<file path="src/rtl/i2cts_pkg.sv">
// ----------------------------------------------------------------------------
// i2cts_pkg: shared types and constants of the I2C target byte sequencer
// Phase, command, bus action and register codes, plus the config and result words.
// ----------------------------------------------------------------------------
`timescale 1ns / 1ps
`default_nettype none

package i2cts_pkg;

  localparam int RX_DEPTH_DEF = 32;
  localparam int TX_BLOCK_DEF = 4;

  localparam int CFG_IDX_W  = 2;
  localparam int CFG_DATA_W = 8;

  localparam logic [6:0] OWN_ADDR_RST = 7'h42;
  localparam logic [5:0] RX_LIMIT_RST = 6'd25;
  localparam logic [7:0] TX_OFFSET_RST = 8'h42;

  typedef enum logic [2:0] {
    PH_WAIT        = 3'd0,
    PH_ADDR        = 3'd1,
    PH_ACK_ADDR_TX = 3'd2,
    PH_SEND        = 3'd3,
    PH_ACK_IN      = 3'd4,
    PH_ACK_GEN     = 3'd5,
    PH_ACK_RX      = 3'd6,
    PH_RECV        = 3'd7
  } phase_t;

  localparam logic [1:0] CMD_START      = 2'd0;
  localparam logic [1:0] CMD_START_STOP = 2'd1;
  localparam logic [1:0] CMD_DONE       = 2'd2;

  localparam logic [2:0] ACT_RELEASE   = 3'd0;
  localparam logic [2:0] ACT_DRIVE_ACK = 3'd1;
  localparam logic [2:0] ACT_SEND      = 3'd2;
  localparam logic [2:0] ACT_SAMPLE    = 3'd3;
  localparam logic [2:0] ACT_RECV      = 3'd4;
  localparam logic [2:0] ACT_RECV_ADDR = 3'd5;

  localparam logic [CFG_IDX_W-1:0] REG_OWN_ADDR  = 2'd0;
  localparam logic [CFG_IDX_W-1:0] REG_RX_ENABLE = 2'd1;
  localparam logic [CFG_IDX_W-1:0] REG_TX_ENABLE = 2'd2;
  localparam logic [CFG_IDX_W-1:0] REG_RX_LIMIT  = 2'd3;

  typedef struct packed {
    logic [6:0] own_address;
    logic       rx_enable;
    logic       tx_enable;
    logic [5:0] rx_limit;
  } cfg_t;

  typedef struct packed {
    logic [2:0] bus_action;
    logic [2:0] phase;
    logic [7:0] tx_byte;
    logic       rx_stored;
    logic [4:0] rx_index;
    logic       rx_done;
    logic [5:0] rx_done_count;
    logic       tx_done;
    logic [2:0] tx_done_count;
  } res_t;

  function automatic logic [2:0] action_of_phase(input phase_t ph);
    logic [2:0] act;
    unique case (ph)
      PH_WAIT:        act = ACT_RELEASE;
      PH_ADDR:        act = ACT_RECV_ADDR;
      PH_ACK_ADDR_TX: act = ACT_DRIVE_ACK;
      PH_SEND:        act = ACT_SEND;
      PH_ACK_IN:      act = ACT_SAMPLE;
      PH_ACK_GEN:     act = ACT_DRIVE_ACK;
      PH_ACK_RX:      act = ACT_DRIVE_ACK;
      PH_RECV:        act = ACT_RECV;
      default:        act = ACT_RELEASE;
    endcase
    return act;
  endfunction

endpackage

`default_nettype wire

</file>
<file path="src/rtl/i2cts_ifs.sv">
// ----------------------------------------------------------------------------
// i2cts_ifs: channel interfaces of the I2C target byte sequencer
// Event input, result output and register write channels, valid/ready.
// ----------------------------------------------------------------------------
`timescale 1ns / 1ps
`default_nettype none

interface i2cts_in_if;
  logic       valid;
  logic       ready;
  logic [1:0] command;
  logic [7:0] shift_byte;

  modport source (output valid, command, shift_byte, input ready);
  modport sink   (input valid, command, shift_byte, output ready);
endinterface

interface i2cts_out_if;
  logic       valid;
  logic       ready;
  logic [2:0] bus_action;
  logic [2:0] phase;
  logic [7:0] tx_byte;
  logic       rx_stored;
  logic [4:0] rx_index;
  logic       rx_done;
  logic [5:0] rx_done_count;
  logic       tx_done;
  logic [2:0] tx_done_count;

  modport source (output valid, bus_action, phase, tx_byte, rx_stored, rx_index,
                  rx_done, rx_done_count, tx_done, tx_done_count, input ready);
  modport sink   (input valid, bus_action, phase, tx_byte, rx_stored, rx_index,
                  rx_done, rx_done_count, tx_done, tx_done_count, output ready);
endinterface

interface i2cts_cfg_if;
  logic                             valid;
  logic                             ready;
  logic [i2cts_pkg::CFG_IDX_W-1:0]  index;
  logic [i2cts_pkg::CFG_DATA_W-1:0] data;

  modport source (output valid, index, data, input ready);
  modport sink   (input valid, index, data, output ready);
endinterface

`default_nettype wire

</file>
<file path="src/rtl/i2cts_core.sv">
// ----------------------------------------------------------------------------
// i2cts_core: transfer phase and counters of the I2C target sequencer
// Decides one bus event per step and updates phase, read and write counts.
// ----------------------------------------------------------------------------
`timescale 1ns / 1ps
`default_nettype none

module i2cts_core #(
  parameter int RX_DEPTH = i2cts_pkg::RX_DEPTH_DEF,
  parameter int TX_BLOCK = i2cts_pkg::TX_BLOCK_DEF
) (
  input  wire logic            clk,
  input  wire logic            rst_n,
  input  wire logic            step,
  input  wire logic [1:0]      command,
  input  wire logic [7:0]      shift_byte,
  input  wire i2cts_pkg::cfg_t cfg,
  output i2cts_pkg::res_t      res
);

  localparam int SentW = $clog2(TX_BLOCK + 1);
  localparam logic [SentW-1:0] BlockLen = SentW'(TX_BLOCK);
  localparam logic [8:0] RxCap = 9'(RX_DEPTH);

  i2cts_pkg::phase_t phase_r, phase_nxt;
  logic [SentW-1:0]  tx_sent_r, tx_sent_nxt;
  logic [SentW-1:0]  tx_loaded_r, tx_loaded_nxt;
  logic [7:0]        tx_offset_r, tx_offset_nxt;
  logic [5:0]        rx_received_r, rx_received_nxt;

  logic             is_start;
  logic             addr_hit;
  logic             byte_zero;
  logic [7:0]       tx_sum;
  logic             tx_reload;
  logic [SentW-1:0] sent_dec;
  logic [8:0]       rx_lim;
  logic             rx_room;

  assign is_start  = command != i2cts_pkg::CMD_DONE;
  assign addr_hit  = shift_byte[7:1] == cfg.own_address;
  assign byte_zero = shift_byte == 8'd0;
  assign tx_sum    = tx_offset_r + 8'(tx_sent_r);
  assign tx_reload = tx_sent_r >= tx_loaded_r;
  assign sent_dec  = (tx_sent_r != '0) ? tx_sent_r - SentW'(1) : '0;
  assign rx_lim    = (9'(cfg.rx_limit) < RxCap) ? 9'(cfg.rx_limit) : RxCap;
  assign rx_room   = 9'(rx_received_r) < rx_lim;

  always_comb begin
    phase_nxt = i2cts_pkg::PH_WAIT;
    if (is_start) begin
      phase_nxt = (command == i2cts_pkg::CMD_START) ? i2cts_pkg::PH_ADDR
                                                    : i2cts_pkg::PH_WAIT;
    end else begin
      unique case (phase_r)
        i2cts_pkg::PH_ADDR: begin
          if (byte_zero) begin
            phase_nxt = i2cts_pkg::PH_ACK_GEN;
          end else if (addr_hit && shift_byte[0]) begin
            phase_nxt = cfg.tx_enable ? i2cts_pkg::PH_ACK_ADDR_TX : i2cts_pkg::PH_WAIT;
          end else if (addr_hit) begin
            phase_nxt = cfg.rx_enable ? i2cts_pkg::PH_ACK_RX : i2cts_pkg::PH_WAIT;
          end
        end
        i2cts_pkg::PH_ACK_IN: begin
          if (byte_zero && cfg.tx_enable) phase_nxt = i2cts_pkg::PH_SEND;
        end
        i2cts_pkg::PH_ACK_ADDR_TX: begin
          if (cfg.tx_enable) phase_nxt = i2cts_pkg::PH_SEND;
        end
        i2cts_pkg::PH_SEND:   phase_nxt = i2cts_pkg::PH_ACK_IN;
        i2cts_pkg::PH_ACK_RX: phase_nxt = i2cts_pkg::PH_RECV;
        i2cts_pkg::PH_RECV: begin
          if (cfg.rx_enable && rx_room) phase_nxt = i2cts_pkg::PH_ACK_RX;
        end
        default: phase_nxt = i2cts_pkg::PH_WAIT;
      endcase
    end
  end

  always_comb begin
    res             = '0;
    tx_sent_nxt     = tx_sent_r;
    tx_loaded_nxt   = tx_loaded_r;
    tx_offset_nxt   = tx_offset_r;
    rx_received_nxt = rx_received_r;
    if (is_start) begin
      if (rx_received_r != '0) begin
        res.rx_done       = 1'b1;
        res.rx_done_count = rx_received_r;
        rx_received_nxt   = '0;
      end
      if (tx_sent_r != '0) begin
        res.tx_done       = 1'b1;
        res.tx_done_count = 3'(tx_sent_r);
        tx_loaded_nxt     = '0;
        tx_sent_nxt       = '0;
      end
    end else begin
      case (phase_r) inside
        i2cts_pkg::PH_ADDR: begin
          if (!byte_zero && addr_hit && shift_byte[0] && cfg.tx_enable &&
              tx_loaded_r == '0) begin
            tx_offset_nxt = tx_sum;
            tx_loaded_nxt = BlockLen;
            tx_sent_nxt   = '0;
          end
        end
        i2cts_pkg::PH_ACK_IN, i2cts_pkg::PH_ACK_ADDR_TX: begin
          if (phase_r == i2cts_pkg::PH_ACK_IN && !byte_zero) begin
            tx_sent_nxt = '0;
            if (sent_dec != '0) begin
              res.tx_done       = 1'b1;
              res.tx_done_count = 3'(sent_dec);
              tx_loaded_nxt     = '0;
            end
          end else if (cfg.tx_enable) begin
            res.tx_byte = tx_sum;
            if (tx_reload) begin
              tx_offset_nxt = tx_sum;
              tx_loaded_nxt = BlockLen;
              tx_sent_nxt   = SentW'(1);
            end else begin
              tx_sent_nxt = tx_sent_r + SentW'(1);
            end
          end
        end
        i2cts_pkg::PH_RECV: begin
          if (cfg.rx_enable && rx_room) begin
            res.rx_stored   = 1'b1;
            res.rx_index    = rx_received_r[4:0];
            rx_received_nxt = rx_received_r + 6'd1;
          end else if (cfg.rx_enable && rx_received_r != '0) begin
            res.rx_done       = 1'b1;
            res.rx_done_count = rx_received_r;
            rx_received_nxt   = '0;
          end
        end
        default: ;
      endcase
    end
    res.phase      = phase_nxt;
    res.bus_action = i2cts_pkg::action_of_phase(phase_nxt);
  end

  always_ff @(posedge clk) begin
    if (!rst_n) begin
      phase_r       <= i2cts_pkg::PH_WAIT;
      tx_sent_r     <= '0;
      tx_loaded_r   <= '0;
      tx_offset_r   <= i2cts_pkg::TX_OFFSET_RST;
      rx_received_r <= '0;
    end else if (step) begin
      phase_r       <= phase_nxt;
      tx_sent_r     <= tx_sent_nxt;
      tx_loaded_r   <= tx_loaded_nxt;
      tx_offset_r   <= tx_offset_nxt;
      rx_received_r <= rx_received_nxt;
    end
  end

  a_sent_within_block: assert property (@(posedge clk) disable iff (!rst_n)
    tx_sent_r <= tx_loaded_r)
    else $error("read count exceeds loaded block");

  a_store_goes_to_ack: assert property (@(posedge clk) disable iff (!rst_n)
    step && res.rx_stored |=> phase_r == i2cts_pkg::PH_ACK_RX)
    else $error("stored write byte not followed by ack phase");

  a_send_has_sent: assert property (@(posedge clk) disable iff (!rst_n)
    step && phase_nxt == i2cts_pkg::PH_SEND |=> tx_sent_r != '0)
    else $error("send phase without a counted byte");

endmodule

`default_nettype wire

</file>
<file path="src/rtl/i2c_target_byte_sequencer.sv">
// ----------------------------------------------------------------------------
// i2c_target_byte_sequencer: byte-level I2C target transfer sequencer
// Registers one bus event, decides it combinationally and holds the result word.
//
//   channel  dir  role
//   in_bus   in   bus event word: command, shift_byte
//   out_bus  out  result word: bus action, phase, tx byte, stores and counts
//   cfg_bus  in   register write: index, data; always ready
//
// One event word per cycle unless the result side stalls; an accepted event passes
// the event register, then the result register. The event register feeds the phase
// logic, the result register the output. A stalled result holds; one further event
// waits in the event register. Synchronous active-low reset returns phase to waiting
// and registers to defaults.
`timescale 1ns / 1ps
`default_nettype none

module i2c_target_byte_sequencer #(
  parameter int RX_DEPTH = i2cts_pkg::RX_DEPTH_DEF,
  parameter int TX_BLOCK = i2cts_pkg::TX_BLOCK_DEF
) (
  input wire logic    clk,
  input wire logic    rst_n,
  i2cts_in_if.sink    in_bus,
  i2cts_out_if.source out_bus,
  i2cts_cfg_if.sink   cfg_bus
);

  logic            in_v_r;
  logic [1:0]      command_r;
  logic [7:0]      shift_byte_r;
  logic            out_v_r, out_v_nxt;
  i2cts_pkg::res_t res_r;
  i2cts_pkg::res_t res;
  i2cts_pkg::cfg_t cfg_r;
  logic            adv;
  logic            in_take;

  assign adv     = in_v_r && (!out_v_r || out_bus.ready);
  assign in_take = in_bus.valid && in_bus.ready;
  assign in_bus.ready  = !in_v_r || adv;
  assign cfg_bus.ready = 1'b1;
  assign out_v_nxt     = adv || (out_v_r && !out_bus.ready);

  always_ff @(posedge clk) begin
    if (!rst_n) begin
      in_v_r <= 1'b0;
    end else if (in_bus.ready) begin
      in_v_r <= in_bus.valid;
    end
  end

  always_ff @(posedge clk) begin
    if (in_take) begin
      command_r    <= in_bus.command;
      shift_byte_r <= in_bus.shift_byte;
    end
  end

  i2cts_core #(
    .RX_DEPTH (RX_DEPTH),
    .TX_BLOCK (TX_BLOCK)
  ) u_core (
    .clk        (clk),
    .rst_n      (rst_n),
    .step       (adv),
    .command    (command_r),
    .shift_byte (shift_byte_r),
    .cfg        (cfg_r),
    .res        (res)
  );

  always_ff @(posedge clk) begin
    if (!rst_n) begin
      out_v_r <= 1'b0;
    end else begin
      out_v_r <= out_v_nxt;
    end
  end

  always_ff @(posedge clk) begin
    if (adv) begin
      res_r <= res;
    end
  end

  always_ff @(posedge clk) begin
    if (!rst_n) begin
      cfg_r.own_address <= i2cts_pkg::OWN_ADDR_RST;
      cfg_r.rx_enable   <= 1'b1;
      cfg_r.tx_enable   <= 1'b1;
      cfg_r.rx_limit    <= i2cts_pkg::RX_LIMIT_RST;
    end else if (cfg_bus.valid) begin
      unique case (cfg_bus.index)
        i2cts_pkg::REG_OWN_ADDR:  cfg_r.own_address <= cfg_bus.data[6:0];
        i2cts_pkg::REG_RX_ENABLE: cfg_r.rx_enable   <= cfg_bus.data[0];
        i2cts_pkg::REG_TX_ENABLE: cfg_r.tx_enable   <= cfg_bus.data[0];
        i2cts_pkg::REG_RX_LIMIT:  cfg_r.rx_limit    <= cfg_bus.data[5:0];
        default: ;
      endcase
    end
  end

  assign out_bus.valid         = out_v_r;
  assign out_bus.bus_action    = res_r.bus_action;
  assign out_bus.phase         = res_r.phase;
  assign out_bus.tx_byte       = res_r.tx_byte;
  assign out_bus.rx_stored     = res_r.rx_stored;
  assign out_bus.rx_index      = res_r.rx_index;
  assign out_bus.rx_done       = res_r.rx_done;
  assign out_bus.rx_done_count = res_r.rx_done_count;
  assign out_bus.tx_done       = res_r.tx_done;
  assign out_bus.tx_done_count = res_r.tx_done_count;

  a_event_held: assert property (@(posedge clk) disable iff (!rst_n)
    in_v_r && !adv |=> in_v_r && $stable(command_r) && $stable(shift_byte_r))
    else $error("pending event word lost");

  a_step_fills_out: assert property (@(posedge clk) disable iff (!rst_n)
    adv |=> out_v_r)
    else $error("decided event produced no result word");

  a_result_held: assert property (@(posedge clk) disable iff (!rst_n)
    out_v_r && !out_bus.ready |=> out_v_r && $stable(res_r))
    else $error("stalled result word changed");

  a_send_byte_only: assert property (@(posedge clk) disable iff (!rst_n)
    out_v_r && res_r.bus_action != i2cts_pkg::ACT_SEND |-> res_r.tx_byte == 8'd0)
    else $error("tx byte set outside send action");

endmodule

`default_nettype wire

</file>
<file path="src/flat_wrapper.sv">
// flat-port wrapper written by rule: the top's interface ports become plain ports
module i2c_target_byte_sequencer_flat 
#(
  parameter int RX_DEPTH = i2cts_pkg::RX_DEPTH_DEF,
  parameter int TX_BLOCK = i2cts_pkg::TX_BLOCK_DEF
)
  (clk, rst_n, in_bus_valid, in_bus_command, in_bus_shift_byte, in_bus_ready, out_bus_valid, out_bus_bus_action, out_bus_phase, out_bus_tx_byte, out_bus_rx_stored, out_bus_rx_index, out_bus_rx_done, out_bus_rx_done_count, out_bus_tx_done, out_bus_tx_done_count, out_bus_ready, cfg_bus_valid, cfg_bus_index, cfg_bus_data, cfg_bus_ready);
  i2cts_in_if in_bus_i ();
  i2cts_out_if out_bus_i ();
  i2cts_cfg_if cfg_bus_i ();
  input wire logic clk;
  input wire logic rst_n;
  input wire logic [$bits(in_bus_i.valid)-1:0] in_bus_valid;
  input wire logic [$bits(in_bus_i.command)-1:0] in_bus_command;
  input wire logic [$bits(in_bus_i.shift_byte)-1:0] in_bus_shift_byte;
  output wire logic [$bits(in_bus_i.ready)-1:0] in_bus_ready;
  output wire logic [$bits(out_bus_i.valid)-1:0] out_bus_valid;
  output wire logic [$bits(out_bus_i.bus_action)-1:0] out_bus_bus_action;
  output wire logic [$bits(out_bus_i.phase)-1:0] out_bus_phase;
  output wire logic [$bits(out_bus_i.tx_byte)-1:0] out_bus_tx_byte;
  output wire logic [$bits(out_bus_i.rx_stored)-1:0] out_bus_rx_stored;
  output wire logic [$bits(out_bus_i.rx_index)-1:0] out_bus_rx_index;
  output wire logic [$bits(out_bus_i.rx_done)-1:0] out_bus_rx_done;
  output wire logic [$bits(out_bus_i.rx_done_count)-1:0] out_bus_rx_done_count;
  output wire logic [$bits(out_bus_i.tx_done)-1:0] out_bus_tx_done;
  output wire logic [$bits(out_bus_i.tx_done_count)-1:0] out_bus_tx_done_count;
  input wire logic [$bits(out_bus_i.ready)-1:0] out_bus_ready;
  input wire logic [$bits(cfg_bus_i.valid)-1:0] cfg_bus_valid;
  input wire logic [$bits(cfg_bus_i.index)-1:0] cfg_bus_index;
  input wire logic [$bits(cfg_bus_i.data)-1:0] cfg_bus_data;
  output wire logic [$bits(cfg_bus_i.ready)-1:0] cfg_bus_ready;
  assign in_bus_i.valid = in_bus_valid;
  assign in_bus_i.command = in_bus_command;
  assign in_bus_i.shift_byte = in_bus_shift_byte;
  assign in_bus_ready = in_bus_i.ready;
  assign out_bus_valid = out_bus_i.valid;
  assign out_bus_bus_action = out_bus_i.bus_action;
  assign out_bus_phase = out_bus_i.phase;
  assign out_bus_tx_byte = out_bus_i.tx_byte;
  assign out_bus_rx_stored = out_bus_i.rx_stored;
  assign out_bus_rx_index = out_bus_i.rx_index;
  assign out_bus_rx_done = out_bus_i.rx_done;
  assign out_bus_rx_done_count = out_bus_i.rx_done_count;
  assign out_bus_tx_done = out_bus_i.tx_done;
  assign out_bus_tx_done_count = out_bus_i.tx_done_count;
  assign out_bus_i.ready = out_bus_ready;
  assign cfg_bus_i.valid = cfg_bus_valid;
  assign cfg_bus_i.index = cfg_bus_index;
  assign cfg_bus_i.data = cfg_bus_data;
  assign cfg_bus_ready = cfg_bus_i.ready;
  i2c_target_byte_sequencer #(.RX_DEPTH(RX_DEPTH), .TX_BLOCK(TX_BLOCK)) u_core (.clk(clk), .rst_n(rst_n), .in_bus(in_bus_i), .out_bus(out_bus_i), .cfg_bus(cfg_bus_i));
endmodule
</file>
<file path="config.mk">
export PLATFORM = sky130hd
export DESIGN_NAME = i2c_target_byte_sequencer_flat
export DESIGN_NICKNAME = d
export VERILOG_FILES = /design/src/rtl/i2cts_pkg.sv /design/src/rtl/i2cts_ifs.sv /design/src/rtl/i2cts_core.sv /design/src/rtl/i2c_target_byte_sequencer.sv /design/src/flat_wrapper.sv
export SDC_FILE = /design/constraint.sdc
export NUM_CORES = 1
export LEC_CHECK = 0
export CAP_MARGIN = 20
export CORE_UTILIZATION = 45
export CTS_BUF_LIST = sky130_fd_sc_hd__clkbuf_4 sky130_fd_sc_hd__clkbuf_8 sky130_fd_sc_hd__clkbuf_16
export DETAILED_ROUTE_END_ITERATION = 16
export DONT_BUFFER_PORTS = 1
export GPL_ROUTABILITY_DRIVEN = 1
export PLACE_DENSITY = 0.65
export SYNTH_ARGS = -nofsm -noshare
export SYNTH_HDL_FRONTEND = slang
export SYNTH_SLANG_ARGS = --single-unit
</file>
<file path="constraint.sdc">
create_clock -name clk -period 3.7 [get_ports clk]
set_input_delay 0.37 -clock clk [delete_from_list [all_inputs] [get_ports clk]]
set_output_delay 0.37 -clock clk [all_outputs]
set_load 0.02 [all_outputs]
</file>
==> results of run 1 <==
==> how the worst max path moves through the flow <==
stage | cells after the start | start | endpoint | slack [ps]
finish | 11 | u_core.cfg_r[5]$_SDFFE_PN0P_ | u_core.out_bus.bus_action[1]$_DFFE_PP_ | 890
global route | 11 | u_core.cfg_r[5]$_SDFFE_PN0P_ | u_core.out_bus.bus_action[1]$_DFFE_PP_ | 660
CTS | 11 | u_core.cfg_r[5]$_SDFFE_PN0P_ | u_core.out_bus.bus_action[1]$_DFFE_PP_ | 870
detailed placement | 11 | u_core.cfg_r[5]$_SDFFE_PN0P_ | u_core.out_bus.bus_action[1]$_DFFE_PP_ | 870
global placement | 11 | u_core.cfg_r[5]$_SDFFE_PN0P_ | u_core.out_bus.bus_action[1]$_DFFE_PP_ | 960
floorplan | 12 | u_core.cfg_r[5]$_SDFFE_PN0P_ | u_core.out_bus.bus_action[1]$_DFFE_PP_ | 1050
==> cell usage in the layout (no fill, tap or decap), drive strengths merged, types with 6 or more instances in the layout <==
cell type  instances
nand2             41
edfxtp            41
nor2              39
dfxtp             38
inv               23
a21oi             20
ha                18
nand3             18
nor3              16
xor2              12
mux2i             11
clkbuf             9
o21ai              9
nand2b             8
o31ai              7
or4                6
==> logic make-up (layout without fill, tap and decap cells) <==
family	count (synthesis)	count (layout)	share of synthesized area [%]
muxes	15	15	3.888
AOI/OAI and AO/OA	70	70	12.17
and+or+nand+nor	155	155	19.97
buffers and inverters	39	42	4.515
adders and majority gates	19	19	6.146
other	1	1	0.09398
xor gates and xnor gates	15	15	3.293
DFF	79	79	49.92
==> through the flow <==
| step | instance area, um2 | hold WS, ps |
|---|---|---|
| floorplan | 3990 | 432.5 |
| global placement | 4050 | 438.0 |
| detailed placement | 4050 | 443.3 |
| CTS | 4270 | 69.38 |
| global route | 4270 | 68.97 |
| finish | 4270 | 86.43 |
==> metal layers <==
metal,routed length [um],vias to the layer above
met5,0,-
met4,89,0
met3,504,8
met2,3586,75
met1,3933,1347
li1,-,1406
==> sequential cells by signal (all words and copies together) (netlist names) <==
| register | count |
|---|---|
| u_core.cfg_r | 15 |
| u_core.out_bus.tx_byte | 8 |
| u_core.shift_byte_r | 8 |
| u_core.u_core.tx_offset_r | 8 |
| u_core.out_bus.rx_done_count | 6 |
| u_core.u_core.rx_received_r | 6 |
| u_core.out_bus.rx_index | 5 |
| u_core.out_bus.bus_action | 3 |
| u_core.out_bus.phase | 3 |
| u_core.out_bus.tx_done_count | 3 |
| u_core.u_core.phase_r | 3 |
| u_core.u_core.tx_sent_r | 3 |
| u_core.command_r | 2 |
| u_core.in_v_r | 1 |
| u_core.out_bus.rx_done | 1 |
| u_core.out_bus.rx_stored | 1 |
| u_core.out_bus.tx_done | 1 |
| u_core.out_bus.valid | 1 |
| u_core.u_core.tx_loaded_r | 1 |
==> layout make-up <==
class | count | area (um2) | area share, %
clock buffer | 9 | 123.9 | 2.901
clock inverter | 7 | 96.34 | 2.256
inverter | 23 | 86.33 | 2.022
multi-input combinational | 275 | 1818 | 42.57
sequential | 79 | 1992 | 46.65
tap | 105 | 131.4 | 3.076
timing repair buffer | 3 | 22.52 | 0.5274
==> where the power goes <==
part | switching (W) | internal (W)
Sequential | 0.0000359 | 0.000950
Combinational | 0.0000540 | 0.0000280
Clock | 0.000319 | 0.000381
Total | 0.000409 | 0.00136
==> flow_metrics.tcl, run 1 <==
set metrics [dict create \
    cp_common_cell "nand2_1" \
    crit_arrival_ps 2930 \
    syn_area_mm2 0.003990 \
    critPathBufInv 2 \
    ys_warn_count 0 \
    grt_overflow 0 \
    setup_tns_ps 0 \
    worstHoldPathType "in -> reg" \
    cts.sinks 79 \
    worstHoldStart "rst_n" \
    vias 2836 \
    cp.required_ps 3810 \
    ys_seq_area_share_pct 49.92 \
    worst_ir_drop_vdd_mv 0.2501 \
    min_period_over_period_pct 75.97 \
    portBuffers 0 \
    hold_viol 0 \
    slew_viol_final 0 \
    busiest_layer "met2" \
    power_density_mw_per_mm2 413.9 \
    hold_buffers 0 \
    dpl.hpwl_um 5831 \
    cts.root.buffer_cell "clkbuf_8" \
    start_kind "flop" \
    place_congestion 0.8600 \
    hold_depth 1 \
    drt_first_iter_violations 153 \
    cp_cell_sequence "inv_1, nand2_1, ha_1, nand2_1, nor4_2, or2_2, o311ai_0, nand2_1, inv_1, ha_1, mux2_2" \
    status "finished clean" \
    worst_slack_ps 888.9 \
    critical_path_class "reg -> reg" \
    final_util_pct 50.95 \
    clk_latency_ps 360 \
    slowest_stage "nor4_2" \
    path_delay_family "simple AND/OR/NAND/NOR gates" \
    syn_nets 437 \
    reg2reg_depth 11 \
    fmax_ghz 0.3557 \
    power.total_w 0.001767 \
    timing.rr.end "u_core.out_bus.bus_action[1]$_DFFE_PP_" \
    grt_use_total_pct 19.13 \
    avgSynthCellArea_um2 10.15 \
    fin_nets 435 \
    cap_viol_max_count 0 \
    worst_slew_pin_slew_ps 832.7 \
    skew_ps 9.796 \
    route.detailed.drc 0 \
    grt_pass1_wl_um 13170 \
    pin_count 59 \
    via_per_inst 5.661 \
    rsz0062_at_grt "false" \
    post-route-min-period_ps 2811 \
    cts_tree "built" \
    async_flop_share_pct 0 \
    synthTopCellsByArea "edfxtp_1 (31%), dfxtp_1 (19%), ha_1 (5.6%), nand2_1 (3.9%), nor2_1 (3.7%)" \
    htreeDepth 3 \
    post_cts_buffers 0 \
    clk_path_buf_depth 2 \
    ys_ff_latch 79 \
    layout-drive-gt1-share_pct 10.10 \
    dr.pass1.iters 5 \
    dp.cells 485 \
    cts_made_buffers 9 \
    clk_pin_slew_worst_paths_ps 80 \
    yosysUniqueCellTypes 67 \
    postSynthCellCount 393 \
    grt_max_degree 38 \
    diodes 0 \
    final_cells 501 \
    wl_per_cell_um 16.20 \
    reg2reg_slack_ps 890 \
    path_max_fanout 7 \
    fillers 780 \
    use_met2_pct 28.55 \
    postRouteAntennaNets 0 \
    grt_pass1_vias 2699 \
    fp.dieW_um 96.17 \
    grt_util_met3_pct 4.818 \
    power.static_leakage_nw 1.543 \
    synth-edff-count 41 \
    cp_slowest_stage_delay_ps 530 \
    worst_hold_path.endpoint "u_core.u_core.tx_offset_r[6]$_SDFFE_PN1P_" \
    wirelength_um 8114 \
    synth_top_area_share_pct 30.86 \
    maxSlewHeadroom_pct 44.14 \
    die_h_um 96.17 \
    rr_startpoint "u_core.cfg_r[5]$_SDFFE_PN0P_" \
    grt_util_met1_pct 25.59 \
    cp-end-kind "flop" \
    cts.repair.resized 0 \
    setup_violations 0 \
    fp.coreArea_mm2 0.008382 \
    yosys.area.top_type "edfxtp_1" \
    start_util_pct 47.60 \
    fp-row-count 33 \
    antenna_found_initial 0 \
    synth_ff_type "edfxtp_1" \
    area_growth_pct 7.024 \
    preCtsSetupSlack_ps 874.4 \
    synth_common_cells "edfxtp_1 (41), nand2_1 (41), nor2_1 (39)" \
    dieArea_mm2 0.009248 \
]
Power figures use the tool's default switching activity.
==> run 2, diff against run 1 <==
==> constraint.sdc (replaced) <==
create_clock -name clk -period 2.9 [get_ports clk]
set_input_delay 0.29 -clock clk [delete_from_list [all_inputs] [get_ports clk]]
set_output_delay 0.29 -clock clk [all_outputs]
set_load 0.02 [all_outputs]
==> run 2 against run 1 <==
  * Clock skew rose by 4.5 ps
  * Die area did not move
  * Sequential power rose by 28%
  * Cell area rose by 1.2%
  * Critical path depth fell by 1
==> flow_metrics.tcl, run 2 (synthesis results as in run 1) <==
set metrics [dict create \
    post-route-min-period_ps 2653 \
    cap_viol_max_count 0 \
    crit_arrival_ps 2770 \
    largest_reg_flops 15 \
    layout-drive-gt1-share_pct 11.44 \
    grt_pass1_wl_um 13200 \
    wirelength_um 8111 \
    power_density_mw_per_mm2 529.3 \
    cts.sinks 79 \
    fp.dieW_um 96.17 \
    slowest_stage "or2_2" \
    start_util_pct 47.60 \
    status "finished clean" \
    fillers 775 \
    path_max_fanout 7 \
    vias 2845 \
    grt_overflow 0 \
    fin_nets 441 \
    postRouteAntennaNets 0 \
    worst_slew_pin_slew_ps 671.0 \
    setup_tns_ps 0 \
    power.static_leakage_nw 1.580 \
    grt_max_degree 29 \
    drt_first_iter_violations 155 \
    dr.pass1.iters 5 \
    wl_per_cell_um 16.00 \
    critical_path_class "reg -> reg" \
    pin_count 59 \
    final_cell_mix "nand2_1 (41), edfxtp_1 (41), nor2_1 (39)" \
    clk_path_buf_depth 2 \
    setup_violations 0 \
    min_period_over_period_pct 91.47 \
    cts.repair.resized 0 \
    multiInputGateArea_mm2 0.001818 \
    fmax_ghz 0.3770 \
    cts.root.buffer_cell "clkbuf_8" \
    area_growth_pct 8.341 \
    path_delay_family "simple AND/OR/NAND/NOR gates" \
    worst_ir_drop_vdd_mv 0.2523 \
    hold_viol 0 \
    start_kind "flop" \
    antenna_found_initial 0 \
    final_cells 507 \
    fp-row-count 33 \
    portBuffers 0 \
    holdWs_ps 22.75 \
    skew_ps 14.25 \
    dp.cells 490 \
    grt_use_total_pct 19.30 \
    finish.instance_area_mm2 0.004323 \
    fp.coreArea_mm2 0.008382 \
    cp-end-kind "flop" \
    cp.required_ps 3020 \
    cp_slowest_stage_delay_ps 390 \
    via_per_inst 5.611 \
    diodes 0 \
    clk_pin_slew_worst_paths_ps 90 \
    clk_latency_ps 370 \
    placed_cell_area_mm2 0.004088 \
    htreeDepth 3 \
    slew_viol_final 0 \
    die_h_um 96.17 \
    dieArea_mm2 0.009248 \
    cts_made_buffers 9 \
    worstHoldPathType "in -> reg" \
    route.detailed.drc 0 \
    cts_tree "built" \
    dpl.hpwl_um 5802 \
    grt_pass1_vias 2675 \
    critPathBufInv 1 \
    cp_cell_sequence "inv_1, nand2_1, ha_1, a21oi_1, o2111ai_1, or2_2, o311ai_0, nand2_1, ha_1, mux2_2" \
    rsz0062_at_grt "false" \
    post_cts_buffers 0 \
    maxSlewHeadroom_pct 55.22 \
    top_register "u_core.cfg_r" \
    power.total_w 0.002288 \
    place_congestion 0.8448 \
    seqCellArea_mm2 0.001992 \
]
==> run 2: changes by cell type in the layout (fill, tap and decap cells not counted) <==
cell           change
buf_4              +5
clkbuf_4           +1
clkinv_1           -1
clkinv_4           +1
clkinvlp_4         -1
dlygate4sd3_1      +1
==> run 2: layout make-up <==
| cell class | instances | area share (%) |
|---|---|---|
| sequential | 79 | 46.08 |
| multi-input combinational | 275 | 42.05 |
| timing repair buffer | 9 | 1.621 |
| tap | 105 | 3.039 |
| clock buffer | 10 | 3.039 |
| clock inverter | 6 | 2.171 |
| inverter | 23 | 1.997 |
==> run 2: timing repair <==
item,in CTS,in global routing
endpoints found under the hold margin,6,0
hold buffers,1,0
endpoints found under the setup margin,0,0
==> run 2: path summary, 6_finish.rpt <==
check	slack [ps]	from	cells past startpoint	end
worst max-delay path	250	u_core.cfg_r[5]$_SDFFE_PN0P_	10	u_core.out_bus.bus_action[1]$_DFFE_PP_
worst min-delay path	20	in_bus_shift_byte[6]	0	u_core.shift_byte_r[6]$_DFFE_PP_
worst max register to register	250	u_core.cfg_r[5]$_SDFFE_PN0P_	10	u_core.out_bus.bus_action[1]$_DFFE_PP_
worst min register to register	470	u_core.cfg_r[1]$_SDFFE_PN0P_	2	u_core.cfg_r[1]$_SDFFE_PN0P_
==> run 2: layer usage <==
metal  wire length, um  track usage, %  vias up  share of wire, %
met4               164           10.20        0               2.0
li1                  -               -     1416                 -
met5                 0               0        -                 0
met2              3524           27.96       85                43
met1              3847           25.97     1330                47
met3               575           5.371       14               7.1
==> run 2: metrics by stage <==
step | util (%) | worst slack, ps
CTS | 51.57 | 248.2
floorplan | - | 250.4
global placement | 48.77 | 352.7
global route | 51.57 | 66.86
detailed placement | 48.77 | 285.1
finish | 51.57 | 247.4
==> run 2: where the power goes <==
part	switching, W	total (W)	internal, W
clock network	0.000423	0.000923	0.000500
registers	0.0000450	0.00126	0.00121
logic	0.0000705	0.000108	0.0000374
